$ cat config.mk
export PLATFORM = sky130hd
export DESIGN_NAME = stx_frame_parser_xor_check_core
export DESIGN_NICKNAME = d
export VERILOG_FILES = /design/src/sv/stxp_pkg.sv /design/src/sv/stxp_apb_regs.sv /design/src/sv/stxp_in_reg.sv /design/src/sv/stxp_frame_fsm.sv /design/src/sv/stxp_out_reg.sv /design/src/sv/stx_frame_parser_xor_check_core.sv
export SDC_FILE = /design/constraint.sdc
export NUM_CORES = 1
export LEC_CHECK = 0
export ABC_AREA = 1
export ABC_CLOCK_PERIOD_IN_PS = 9200
export BUFFER_PORTS_ARGS = -buffer_cell sky130_fd_sc_hd__buf_2
export CAP_MARGIN = 20
export CORE_MARGIN = 2
export CORE_UTILIZATION = 50
export DETAILED_ROUTE_END_ITERATION = 12
export GPL_ROUTABILITY_DRIVEN = 1
export PLACE_DENSITY = 0.76
export SLEW_MARGIN = 25
export SYNTH_ARGS = -nofsm -noshare
export SYNTH_HDL_FRONTEND = slang
export SYNTH_SLANG_ARGS = --single-unit
$ cat constraint.sdc
create_clock -name aclk -period 9.2 [get_ports aclk]
set_input_delay 2.76 -clock aclk [delete_from_list [all_inputs] [get_ports aclk]]
set_output_delay 2.76 -clock aclk [all_outputs]
set_load 0.05 [all_outputs]
$ cat src/sv/stxp_pkg.sv
package stxp_pkg;

    // Field and bus widths.
    localparam int STXP_PAYLOAD_BYTES = 8;
    localparam int BYTE_W             = 8;
    localparam int KIND_W             = 2;
    localparam int PAYLOAD_W          = 64;
    localparam int M_TDATA_W          = BYTE_W + PAYLOAD_W;
    localparam int APB_ADDR_W         = 4;
    localparam int APB_DATA_W         = 32;

    // Reset values of the configuration registers.
    localparam logic [BYTE_W-1:0] START_BYTE_RST  = 8'd2;
    localparam logic [BYTE_W-1:0] ALIVE_CODE_RST  = 8'd0;
    localparam logic [BYTE_W-1:0] ENABLE_CODE_RST = 8'd1;
    localparam logic [BYTE_W-1:0] STATUS_CODE_RST = 8'd2;

    // Register word index, taken from paddr[3:2].
    typedef enum logic [1:0] {
        REG_START_BYTE,
        REG_ALIVE_CODE,
        REG_ENABLE_CODE,
        REG_STATUS_CODE
    } reg_idx_t;

    // Decoded response kind of a command.
    typedef enum logic [KIND_W-1:0] {
        KIND_ALIVE,
        KIND_ENABLE,
        KIND_STATUS,
        KIND_OTHER
    } kind_t;

    typedef struct packed {
        logic [BYTE_W-1:0] start_byte;
        logic [BYTE_W-1:0] alive_code;
        logic [BYTE_W-1:0] enable_code;
        logic [BYTE_W-1:0] status_code;
    } cfg_t;

    typedef struct packed {
        logic [BYTE_W-1:0]    command;
        kind_t                response_kind;
        logic [PAYLOAD_W-1:0] payload_bits;
    } result_t;

endpackage

$ cat src/sv/stxp_apb_regs.sv
module stxp_apb_regs
    import stxp_pkg::*;
(
    input  logic                  aclk,
    input  logic                  aresetn,
    input  logic                  psel,
    input  logic                  penable,
    input  logic                  pwrite,
    input  logic [APB_ADDR_W-1:0] paddr,
    input  logic [APB_DATA_W-1:0] pwdata,
    output logic [APB_DATA_W-1:0] prdata,
    output logic                  pready,
    output cfg_t                  cfg_o
);

    cfg_t     cfg_reg;
    reg_idx_t reg_idx;
    logic     wr_en;

    assign pready  = 1'b1;
    assign reg_idx = reg_idx_t'(paddr[3:2]);
    assign wr_en   = psel && penable && pwrite && pready;
    assign cfg_o   = cfg_reg;

    // Register writes in the access phase of a write transaction.
    always_ff @(posedge aclk) begin
        if (!aresetn) begin
            cfg_reg.start_byte  <= START_BYTE_RST;
            cfg_reg.alive_code  <= ALIVE_CODE_RST;
            cfg_reg.enable_code <= ENABLE_CODE_RST;
            cfg_reg.status_code <= STATUS_CODE_RST;
        end else if (wr_en) begin
            unique case (reg_idx)
                REG_START_BYTE:  cfg_reg.start_byte  <= pwdata[BYTE_W-1:0];
                REG_ALIVE_CODE:  cfg_reg.alive_code  <= pwdata[BYTE_W-1:0];
                REG_ENABLE_CODE: cfg_reg.enable_code <= pwdata[BYTE_W-1:0];
                REG_STATUS_CODE: cfg_reg.status_code <= pwdata[BYTE_W-1:0];
            endcase
        end
    end

    // Read data, zero-extended to the bus width.
    always_comb begin
        unique case (reg_idx)
            REG_START_BYTE:  prdata = APB_DATA_W'(cfg_reg.start_byte);
            REG_ALIVE_CODE:  prdata = APB_DATA_W'(cfg_reg.alive_code);
            REG_ENABLE_CODE: prdata = APB_DATA_W'(cfg_reg.enable_code);
            REG_STATUS_CODE: prdata = APB_DATA_W'(cfg_reg.status_code);
        endcase
    end

endmodule

$ cat src/sv/stxp_in_reg.sv
module stxp_in_reg
    import stxp_pkg::*;
(
    input  logic              aclk,
    input  logic              aresetn,
    input  logic              s_tvalid,
    output logic              s_tready,
    input  logic [BYTE_W-1:0] s_tdata,
    input  logic              take_i,
    output logic              item_valid_o,
    output logic [BYTE_W-1:0] item_byte_o
);

    logic              valid_reg;
    logic [BYTE_W-1:0] byte_reg;

    // A new byte may enter when the stage is empty or is emptied this cycle.
    assign s_tready     = !valid_reg || take_i;
    assign item_valid_o = valid_reg;
    assign item_byte_o  = byte_reg;

    always_ff @(posedge aclk) begin
        if (!aresetn) begin
            valid_reg <= 1'b0;
        end else if (s_tvalid && s_tready) begin
            valid_reg <= 1'b1;
        end else if (take_i) begin
            valid_reg <= 1'b0;
        end
    end

    // The byte itself needs no reset.
    always_ff @(posedge aclk) begin
        if (s_tvalid && s_tready) begin
            byte_reg <= s_tdata;
        end
    end

endmodule

$ cat src/sv/stxp_frame_fsm.sv
module stxp_frame_fsm
    import stxp_pkg::*;
#(
    parameter int PAYLOAD_BYTES = STXP_PAYLOAD_BYTES
)(
    input  logic              aclk,
    input  logic              aresetn,
    input  cfg_t              cfg_i,
    input  logic              item_valid_i,
    input  logic [BYTE_W-1:0] item_byte_i,
    input  logic              res_ready_i,
    output logic              item_take_o,
    output logic              res_valid_o,
    output result_t           result_o
);

    localparam int IDX_W = (PAYLOAD_BYTES > 1) ? $clog2(PAYLOAD_BYTES) : 1;
    localparam logic [IDX_W-1:0] LAST_IDX = IDX_W'(PAYLOAD_BYTES - 1);

    typedef enum logic [2:0] {
        PH_HUNT,
        PH_CMD,
        PH_PAYLOAD,
        PH_CHECK,
        PH_TRAIL
    } phase_t;

    phase_t            phase_reg,   phase_next;
    logic [BYTE_W-1:0] command_reg, command_next;
    logic [IDX_W-1:0]  count_reg,   count_next;
    logic [BYTE_W-1:0] xor_reg,     xor_next;
    logic [BYTE_W-1:0] store_reg [PAYLOAD_BYTES];
    logic              xor_match;
    kind_t             kind;

    // A matching check byte makes a result and must find room downstream.
    assign xor_match   = (phase_reg == PH_CHECK) && (item_byte_i == xor_reg);
    assign item_take_o = item_valid_i && (!xor_match || res_ready_i);
    assign res_valid_o = item_take_o && xor_match;

    // Next-state logic for one received byte.
    always_comb begin
        phase_next   = phase_reg;
        command_next = command_reg;
        count_next   = count_reg;
        xor_next     = xor_reg;
        if (item_take_o) begin
            unique case (phase_reg)
                PH_HUNT: begin
                    if (item_byte_i == cfg_i.start_byte) begin
                        phase_next   = PH_CMD;
                        command_next = '0;
                        count_next   = '0;
                        xor_next     = '0;
                    end
                end
                PH_CMD: begin
                    command_next = item_byte_i;
                    xor_next     = xor_reg ^ item_byte_i;
                    phase_next   = PH_PAYLOAD;
                end
                PH_PAYLOAD: begin
                    xor_next   = xor_reg ^ item_byte_i;
                    count_next = count_reg + IDX_W'(1);
                    if (count_reg == LAST_IDX) begin
                        phase_next = PH_CHECK;
                    end
                end
                PH_CHECK: begin
                    phase_next = xor_match ? PH_TRAIL : PH_HUNT;
                end
                // The trailing byte is dropped unchecked; stray codes recover here too.
                default: begin
                    phase_next = PH_HUNT;
                end
            endcase
        end
    end

    always_ff @(posedge aclk) begin
        if (!aresetn) begin
            phase_reg   <= PH_HUNT;
            command_reg <= '0;
            count_reg   <= '0;
            xor_reg     <= '0;
        end else begin
            phase_reg   <= phase_next;
            command_reg <= command_next;
            count_reg   <= count_next;
            xor_reg     <= xor_next;
        end
    end

    // Payload store, written one byte per payload transaction.
    always_ff @(posedge aclk) begin
        if (item_take_o && (phase_reg == PH_PAYLOAD)) begin
            store_reg[count_reg] <= item_byte_i;
        end
    end

    // Command decode; alive wins over enable, enable over status.
    always_comb begin
        priority if (command_reg == cfg_i.alive_code) begin
            kind = KIND_ALIVE;
        end else if (command_reg == cfg_i.enable_code) begin
            kind = KIND_ENABLE;
        end else if (command_reg == cfg_i.status_code) begin
            kind = KIND_STATUS;
        end else begin
            kind = KIND_OTHER;
        end
    end

    assign result_o.command       = command_reg;
    assign result_o.response_kind = kind;

    // Pack the payload, first byte lowest; unused upper bytes stay zero.
    for (genvar i = 0; i < PAYLOAD_W / BYTE_W; i++) begin : g_pack
        if (i < PAYLOAD_BYTES) begin : g_used
            assign result_o.payload_bits[i*BYTE_W +: BYTE_W] = store_reg[i];
        end else begin : g_unused
            assign result_o.payload_bits[i*BYTE_W +: BYTE_W] = '0;
        end
    end

endmodule

$ cat src/sv/stxp_out_reg.sv
module stxp_out_reg
    import stxp_pkg::*;
(
    input  logic                 aclk,
    input  logic                 aresetn,
    input  logic                 load_i,
    input  result_t              result_i,
    output logic                 ready_o,
    output logic                 m_tvalid,
    input  logic                 m_tready,
    output logic [M_TDATA_W-1:0] m_tdata,
    output logic [KIND_W-1:0]    m_tuser
);

    logic    valid_reg;
    result_t result_reg;

    // Room for a result when empty or when the held one leaves this cycle.
    assign ready_o  = !valid_reg || m_tready;
    assign m_tvalid = valid_reg;
    assign m_tdata  = {result_reg.payload_bits, result_reg.command};
    assign m_tuser  = result_reg.response_kind;

    always_ff @(posedge aclk) begin
        if (!aresetn) begin
            valid_reg <= 1'b0;
        end else if (load_i) begin
            valid_reg <= 1'b1;
        end else if (m_tready) begin
            valid_reg <= 1'b0;
        end
    end

    always_ff @(posedge aclk) begin
        if (load_i) begin
            result_reg <= result_i;
        end
    end

endmodule

$ cat src/sv/stx_frame_parser_xor_check_core.sv
// Channel   | Direction | Payload
// ----------+-----------+------------------------------------------------------
// s_        | in        | s_tdata[7:0] rx_byte
// m_        | out       | m_tdata[7:0] command, [71:8] payload_bits; m_tuser kind
// APB       | in        | registers start_byte, alive, enable, status at 0x0..0xC
//
// One byte per clock is taken unless m_ stalls a result; each byte is held in the
// input register; a result appears on m_ the cycle after its check byte is taken.
// The only loop is the frame state register, updated once per byte.
// Reset (aresetn low, synchronous) empties both stages and returns to hunting.
// A stalled m_ side holds the input stage only when a result is waiting to load.
module stx_frame_parser_xor_check_core
    import stxp_pkg::*;
#(
    parameter int PAYLOAD_BYTES = STXP_PAYLOAD_BYTES
)(
    input  logic                  aclk,
    input  logic                  aresetn,
    input  logic                  s_tvalid,
    output logic                  s_tready,
    input  logic [BYTE_W-1:0]     s_tdata,    // [7:0] rx_byte
    output logic                  m_tvalid,
    input  logic                  m_tready,
    output logic [M_TDATA_W-1:0]  m_tdata,    // [7:0] command, [71:8] payload_bits
    output logic [KIND_W-1:0]     m_tuser,    // [1:0] response_kind
    input  logic                  psel,
    input  logic                  penable,
    input  logic                  pwrite,
    input  logic [APB_ADDR_W-1:0] paddr,
    input  logic [APB_DATA_W-1:0] pwdata,
    output logic [APB_DATA_W-1:0] prdata,
    output logic                  pready
);

    cfg_t              cfg;
    logic              item_valid;
    logic [BYTE_W-1:0] item_byte;
    logic              item_take;
    logic              res_valid;
    logic              res_ready;
    result_t           result;

    // Configuration registers.
    stxp_apb_regs u_regs (
        .aclk    (aclk),
        .aresetn (aresetn),
        .psel    (psel),
        .penable (penable),
        .pwrite  (pwrite),
        .paddr   (paddr),
        .pwdata  (pwdata),
        .prdata  (prdata),
        .pready  (pready),
        .cfg_o   (cfg)
    );

    // Input register.
    stxp_in_reg u_in (
        .aclk         (aclk),
        .aresetn      (aresetn),
        .s_tvalid     (s_tvalid),
        .s_tready     (s_tready),
        .s_tdata      (s_tdata),
        .take_i       (item_take),
        .item_valid_o (item_valid),
        .item_byte_o  (item_byte)
    );

    // Frame state machine and result build.
    stxp_frame_fsm #(
        .PAYLOAD_BYTES (PAYLOAD_BYTES)
    ) u_fsm (
        .aclk         (aclk),
        .aresetn      (aresetn),
        .cfg_i        (cfg),
        .item_valid_i (item_valid),
        .item_byte_i  (item_byte),
        .res_ready_i  (res_ready),
        .item_take_o  (item_take),
        .res_valid_o  (res_valid),
        .result_o     (result)
    );

    // Result register.
    stxp_out_reg u_out (
        .aclk     (aclk),
        .aresetn  (aresetn),
        .load_i   (res_valid),
        .result_i (result),
        .ready_o  (res_ready),
        .m_tvalid (m_tvalid),
        .m_tready (m_tready),
        .m_tdata  (m_tdata),
        .m_tuser  (m_tuser)
    );

endmodule

==> results.json, run 1 <==
{
  "netlist-cell-type-count": 37,
  "cp.required_ns": 6.44,
  "holdBufCountCts": 0,
  "synthTopCellsByArea": "edfxtp_1 (56%), dfxtp_1 (14%), nand2_1 (6.2%), nor2_1 (5.2%), xnor2_1 (2.6%)",
  "clk_pin_slew_ns": 0.06,
  "cts_tree": "yes",
  "yosysMostFrequentCell": "edfxtp_1",
  "grt-busiest-layer": "met2",
  "syn2layout_area_growth_pct": 16.8,
  "place_area_um2": 8490,
  "clk_latency_ns": 0.48,
  "multi_input_area_um2": 1950,
  "fin_tns_setup_ns": 0,
  "rows": 45,
  "numCtsBuffers": 20,
  "synth-main-ff-cell": "edfxtp_1",
  "drt-initial-drc-count": 498,
  "cap_violations": 0,
  "fin_skew_ns": 0.00880,
  "synth_commonest_cells": "edfxtp_1 (146), nand2_1 (129), nor2_1 (108)",
  "use_met2": 0.301,
  "dieWidth_um": 129,
  "outcome": "finished, final reports clean",
  "hold_viol": 0,
  "synth_enable_flop_cells": 146,
  "synth_seq_cells": 202,
  "max_freq_mhz": 146,
  "antenna_found_initial": 0,
  "drcViolationCount": 0,
  "ios": 160,
  "clock_path_buffers": 3,
  "p_per_area_nw_per_um2": 205,
  "post-route-cell-area_um2": 9130,
  "cp_max_fo": 5,
  "avgSynthCellArea_um2": 11.6,
  "synth_top_cell_area_share": 0.561,
  "finalSetupViolCount": 0,
  "ys_warn_count": 0,
  "end_kind": "output pin",
  "async_flop_share": 0,
  "power_leakage_nw": 3.50,
  "routed_wl_um": 14700,
  "period_needed_ns": 6.87,
  "overflow": 0,
  "final_layout_size_suffix_gt1_frac": 0.212,
  "fillCellCount": 1242,
  "wire_per_inst_um": 14.4,
  "cts_max_level": 1,
  "r2r_slack_ns": 6.47,
  "dpl.hpwl_um": 9740,
  "cp.arrival_ns": 4.11,
  "critPathKind": "input port to output pin",
  "ys_seq_area_frac": 0.704,
  "drv_slew": 0,
  "rsz0062_at_grt": "false",
  "dieArea_um2": 16700,
  "period_share": 0.746,
  "ant_nets": 0,
  "synthCells": 675,
  "grt_pass1_vias": 4489,
  "slew-limit-headroom": 0.389,
  "grtUsageMet3": 0.0273,
  "postCtsSetupRepairBufs": 0,
  "start_kind": "input port",
  "die_h_um": 129,
  "hp-class": "register to register",
  "regArea_um2": 5510,
  "nets": 848,
  "grt.total_usage": 0.178,
  "antenna_cells": 0,
  "vias_per_cell": 4.80,
  "num_vias": 4886,
  "peakVddDrop_uv": 136,
  "syn_area_um2": 7820,
  "place.port_buffers": 108,
  "cts_resized": 0,
  "drt-pass1-iter-count": 4,
  "grt.met1_usage": 0.239,
  "start_util": 0.513,
  "grt_max_degree": 75,
  "tightest_slew_ns": 0.916,
  "cts_sinks": 202,
  "grt_pass1_wl_um": 23000,
  "yosysTopAreaCell": "edfxtp_1",
  "core-area_um2": 15300,
  "finalCoreUtilization": 0.599,
  "gp_congestion": 0.914,
  "cts-root-buf": "clkbuf_16"
}
-- area by class of cell --
class                      count  share of cell area
sequential                   202               0.603
clock buffer                  25              0.0592
inverter                      59              0.0245
timing repair buffer         109              0.0600
multi-input combinational    403               0.213
tap                          211              0.0289
clock inverter                 9              0.0116
-- worst max-delay path, stage by stage --
cell	delay [ns]
buf_2	0.13
nor2_1	0.34
inv_1	0.21
o21ai_0	0.33
buf_2	0.33
-- cells in the final DEF (no fill, tap or decap), drive strengths merged, types with 3 or more instances in the layout --
cell,n
inv,59
nor3,3
edfxtp,146
xor2,3
nor4,3
o21ai,37
buf,109
nand4,6
nand3,18
a21oi,17
nor2,122
dfxtp,56
or2,4
clkbuf,25
conb,25
xnor2,23
o2111ai,4
nand2,133
clkinv,6
-- metrics by stage --
stage	cells	worst slack, ns	hold WS, ns	power [W]
after global routing	1018	2.27	0.422	0.00194
final	1018	2.33	0.414	0.00187
after detailed placement	984	2.40	0.405	0.00110
after floorplan	698	2.22	0.400	0.00108
after global placement	984	2.43	0.401	0.00110
after CTS	1018	2.39	0.417	0.00189
-- metal layers --
layer	vias to the layer above	share of wire
met5	-	0
met4	0	0.020
met3	23	0.062
met2	159	0.48
met1	2268	0.43
li1	2436	-
-- cells by family after synthesis --
kind of cell / count (synthesis) / share of synthesized area
other: 2 / 0.000960
DFF: 202 / 0.704
and+or+nand+nor: 289 / 0.161
adders and majority gates: 2 / 0.00320
xor gates and xnor gates: 26 / 0.0291
AOI/OAI and AO/OA: 61 / 0.0424
buffers and inverters: 93 / 0.0593
-- worst paths after layout --
kind | from | endpoint | depth (start not counted)
setup / recovery | paddr[3] | prdata[1] | 5
hold / removal | u_fsm.store_reg[3][3] | m_tdata[35] | 0
setup reg to reg | u_in.item_byte_o[0] | m_tdata[66] | 8
hold reg to reg | u_fsm.store_reg[3][3] | m_tdata[35] | 0
-- power breakdown --
| part | switching [W] | internal (W) | total [W] |
|---|---|---|---|
| Clock | 0.000319 | 0.000474 | 0.000793 |
| Combinational | 0.0000617 | 0.0000197 | 0.0000815 |
| Sequential | 0.0000182 | 0.000979 | 0.000998 |
| Total | 0.000399 | 0.00147 | 0.00187 |
No activity file was read; power rests on OpenSTA's default activity.
==> inputs of run 2 (changes only) <==
Settings changed: ABC_CLOCK_PERIOD_IN_PS 9200 to 5570, CORE_UTILIZATION 50 to 49, PLACE_DENSITY 0.76 to 0.77.
Clock period 9.2 ns to 5.57 ns, I/O delays scaled along.
==> results.json, run 2 (synthesis gave the netlist of run 1 again) <==
{
  "period_needed_ns": 4.57,
  "ant_nets": 0,
  "cts_max_level": 1,
  "pwr-share-comb": 0.042,
  "wire_per_inst_um": 14.3,
  "post-route-cell-area_um2": 9240,
  "hold_viol": 0,
  "ios": 160,
  "routed_wl_um": 14700,
  "die_h_um": 130,
  "drt-initial-drc-count": 458,
  "setup_slack_ns": 1.00,
  "vias_per_cell": 4.76,
  "dieWidth_um": 130,
  "grt_pass1_vias": 4356,
  "place_area_um2": 8500,
  "cts_sinks": 202,
  "rsz0062_at_grt": "false",
  "cp.arrival_ns": 2.90,
  "gp_congestion": 0.854,
  "place.port_buffers": 108,
  "p_per_area_nw_per_um2": 349,
  "rows": 46,
  "fillCellCount": 1315,
  "grt_pass1_wl_um": 22600,
  "postCtsSetupRepairBufs": 0,
  "core-area_um2": 15800,
  "cts_tree": "yes",
  "syn2layout_area_growth_pct": 18.2,
  "finalSetupViolCount": 0,
  "clk_latency_ns": 0.49,
  "drv_slew": 0,
  "holdBufCountCts": 0,
  "outcome": "finished, final reports clean",
  "period_share": 0.820,
  "swShare": 0.204,
  "start_kind": "input port",
  "grt.total_usage": 0.173,
  "start_util": 0.496,
  "drt-pass1-iter-count": 5,
  "tightest_slew_ns": 0.879,
  "nets": 850,
  "end_kind": "output pin",
  "final_layout_size_suffix_gt1_frac": 0.218,
  "clk_pin_slew_ns": 0.06,
  "final_common_cell": "edfxtp_1",
  "cp_max_fo": 5,
  "cts-root-buf": "clkbuf_16",
  "mostFrequentLayoutCells": "edfxtp_1 (146), nand2_1 (129), buf_2 (108)",
  "power_switching_w": 0.000658,
  "pwr-share-seq": 0.511,
  "clkPwrFrac": 0.447,
  "multi_input_area_um2": 1950,
  "antenna_found_initial": 0,
  "cp.required_ns": 3.90,
  "max_freq_mhz": 219,
  "pre_cts_ws_ns": 1.05,
  "clock_path_buffers": 3,
  "drcViolationCount": 0,
  "cap_violations": 0,
  "antenna_cells": 0,
  "hp-class": "register to register",
  "overflow": 0,
  "peakVddDrop_uv": 207,
  "num_vias": 4888,
  "fin_tns_setup_ns": 0,
  "numCtsBuffers": 20,
  "critPathKind": "input port to output pin",
  "cts_resized": 0,
  "power_leakage_nw": 3.56,
  "dieArea_um2": 17000,
  "fin_skew_ns": 0.00816,
  "dpl.hpwl_um": 9570,
  "regArea_um2": 5510,
  "grt_max_degree": 56,
  "slew-limit-headroom": 0.414,
  "cell_internal_pwr_w": 0.00257
}
[run 2: changes by cell type in the layout (fill, tap and decap cells not counted), sizes merged]
cell,change
buf,+2
clkinv,+3
clkbuf,-3
bufinv,+3
inv,-1
[run 2: layout make-up]
cell class / count / share of cell area
clock buffers: 22 / 0.0573
clock inverters: 14 / 0.0207
inverters: 59 / 0.0242
multi-input cells: 403 / 0.211
flip-flops and latches: 202 / 0.596
well taps: 216 / 0.0292
repair buffers: 111 / 0.0623
[run 2: metal layers]
| layer | global-route usage | wire length [um] | vias to the layer above |
|---|---|---|---|
| li1 | - | - | 2444 |
| met1 | 0.233 | 6550 | 2253 |
| met2 | 0.289 | 6990 | 173 |
| met3 | 0.0332 | 858 | 18 |
| met4 | 0.0488 | 275 | 0 |
| met5 | 0 | 0 | - |
[run 2: power groups by stage]
stage / Sequential, W / Clock, W / Combinational, W
final: 0.00165 / 0.00144 / 0.000134
after floorplan: 0.00166 / 0 / 0.000120
after detailed placement: 0.00168 / 0 / 0.000133
after global routing: 0.00165 / 0.00154 / 0.000148
after CTS: 0.00165 / 0.00147 / 0.000134
after global placement: 0.00168 / 0 / 0.000131
[run 2: worst max-delay path, cell delays in order]
cell and delay (ns):
buf_2 0.13, nor2_1 0.26, inv_1 0.21, o21ai_0 0.30
buf_2 0.33
[run 2: per-stage QoR]
| stage | hold WS (ns) | utilization | instances | power (W) |
|---|---|---|---|---|
| 2_1_floorplan | 0.400 | - | 698 | 0.00178 |
| 3_3_place_gp | 0.400 | 0.539 | 990 | 0.00181 |
| 3_5_place_dp | 0.405 | 0.539 | 990 | 0.00181 |
| 4_1_cts | 0.418 | 0.585 | 1026 | 0.00325 |
| 5_1_grt | 0.423 | 0.586 | 1027 | 0.00334 |
| 6_report | 0.416 | 0.586 | 1027 | 0.00322 |
[run 2: final timing paths]
| check | startpoint | endpoint | slack, ns | depth (start not counted) |
|---|---|---|---|---|
| setup reg to reg | u_in.item_byte_o[5] | m_tdata[49] | 2.77 | 7 |
| setup / recovery | paddr[3] | prdata[0] | 1.00 | 5 |
| hold / removal | u_fsm.store_reg[1][5] | m_tdata[21] | 0.42 | 0 |
| hold reg to reg | u_fsm.store_reg[1][5] | m_tdata[21] | 0.42 | 0 |
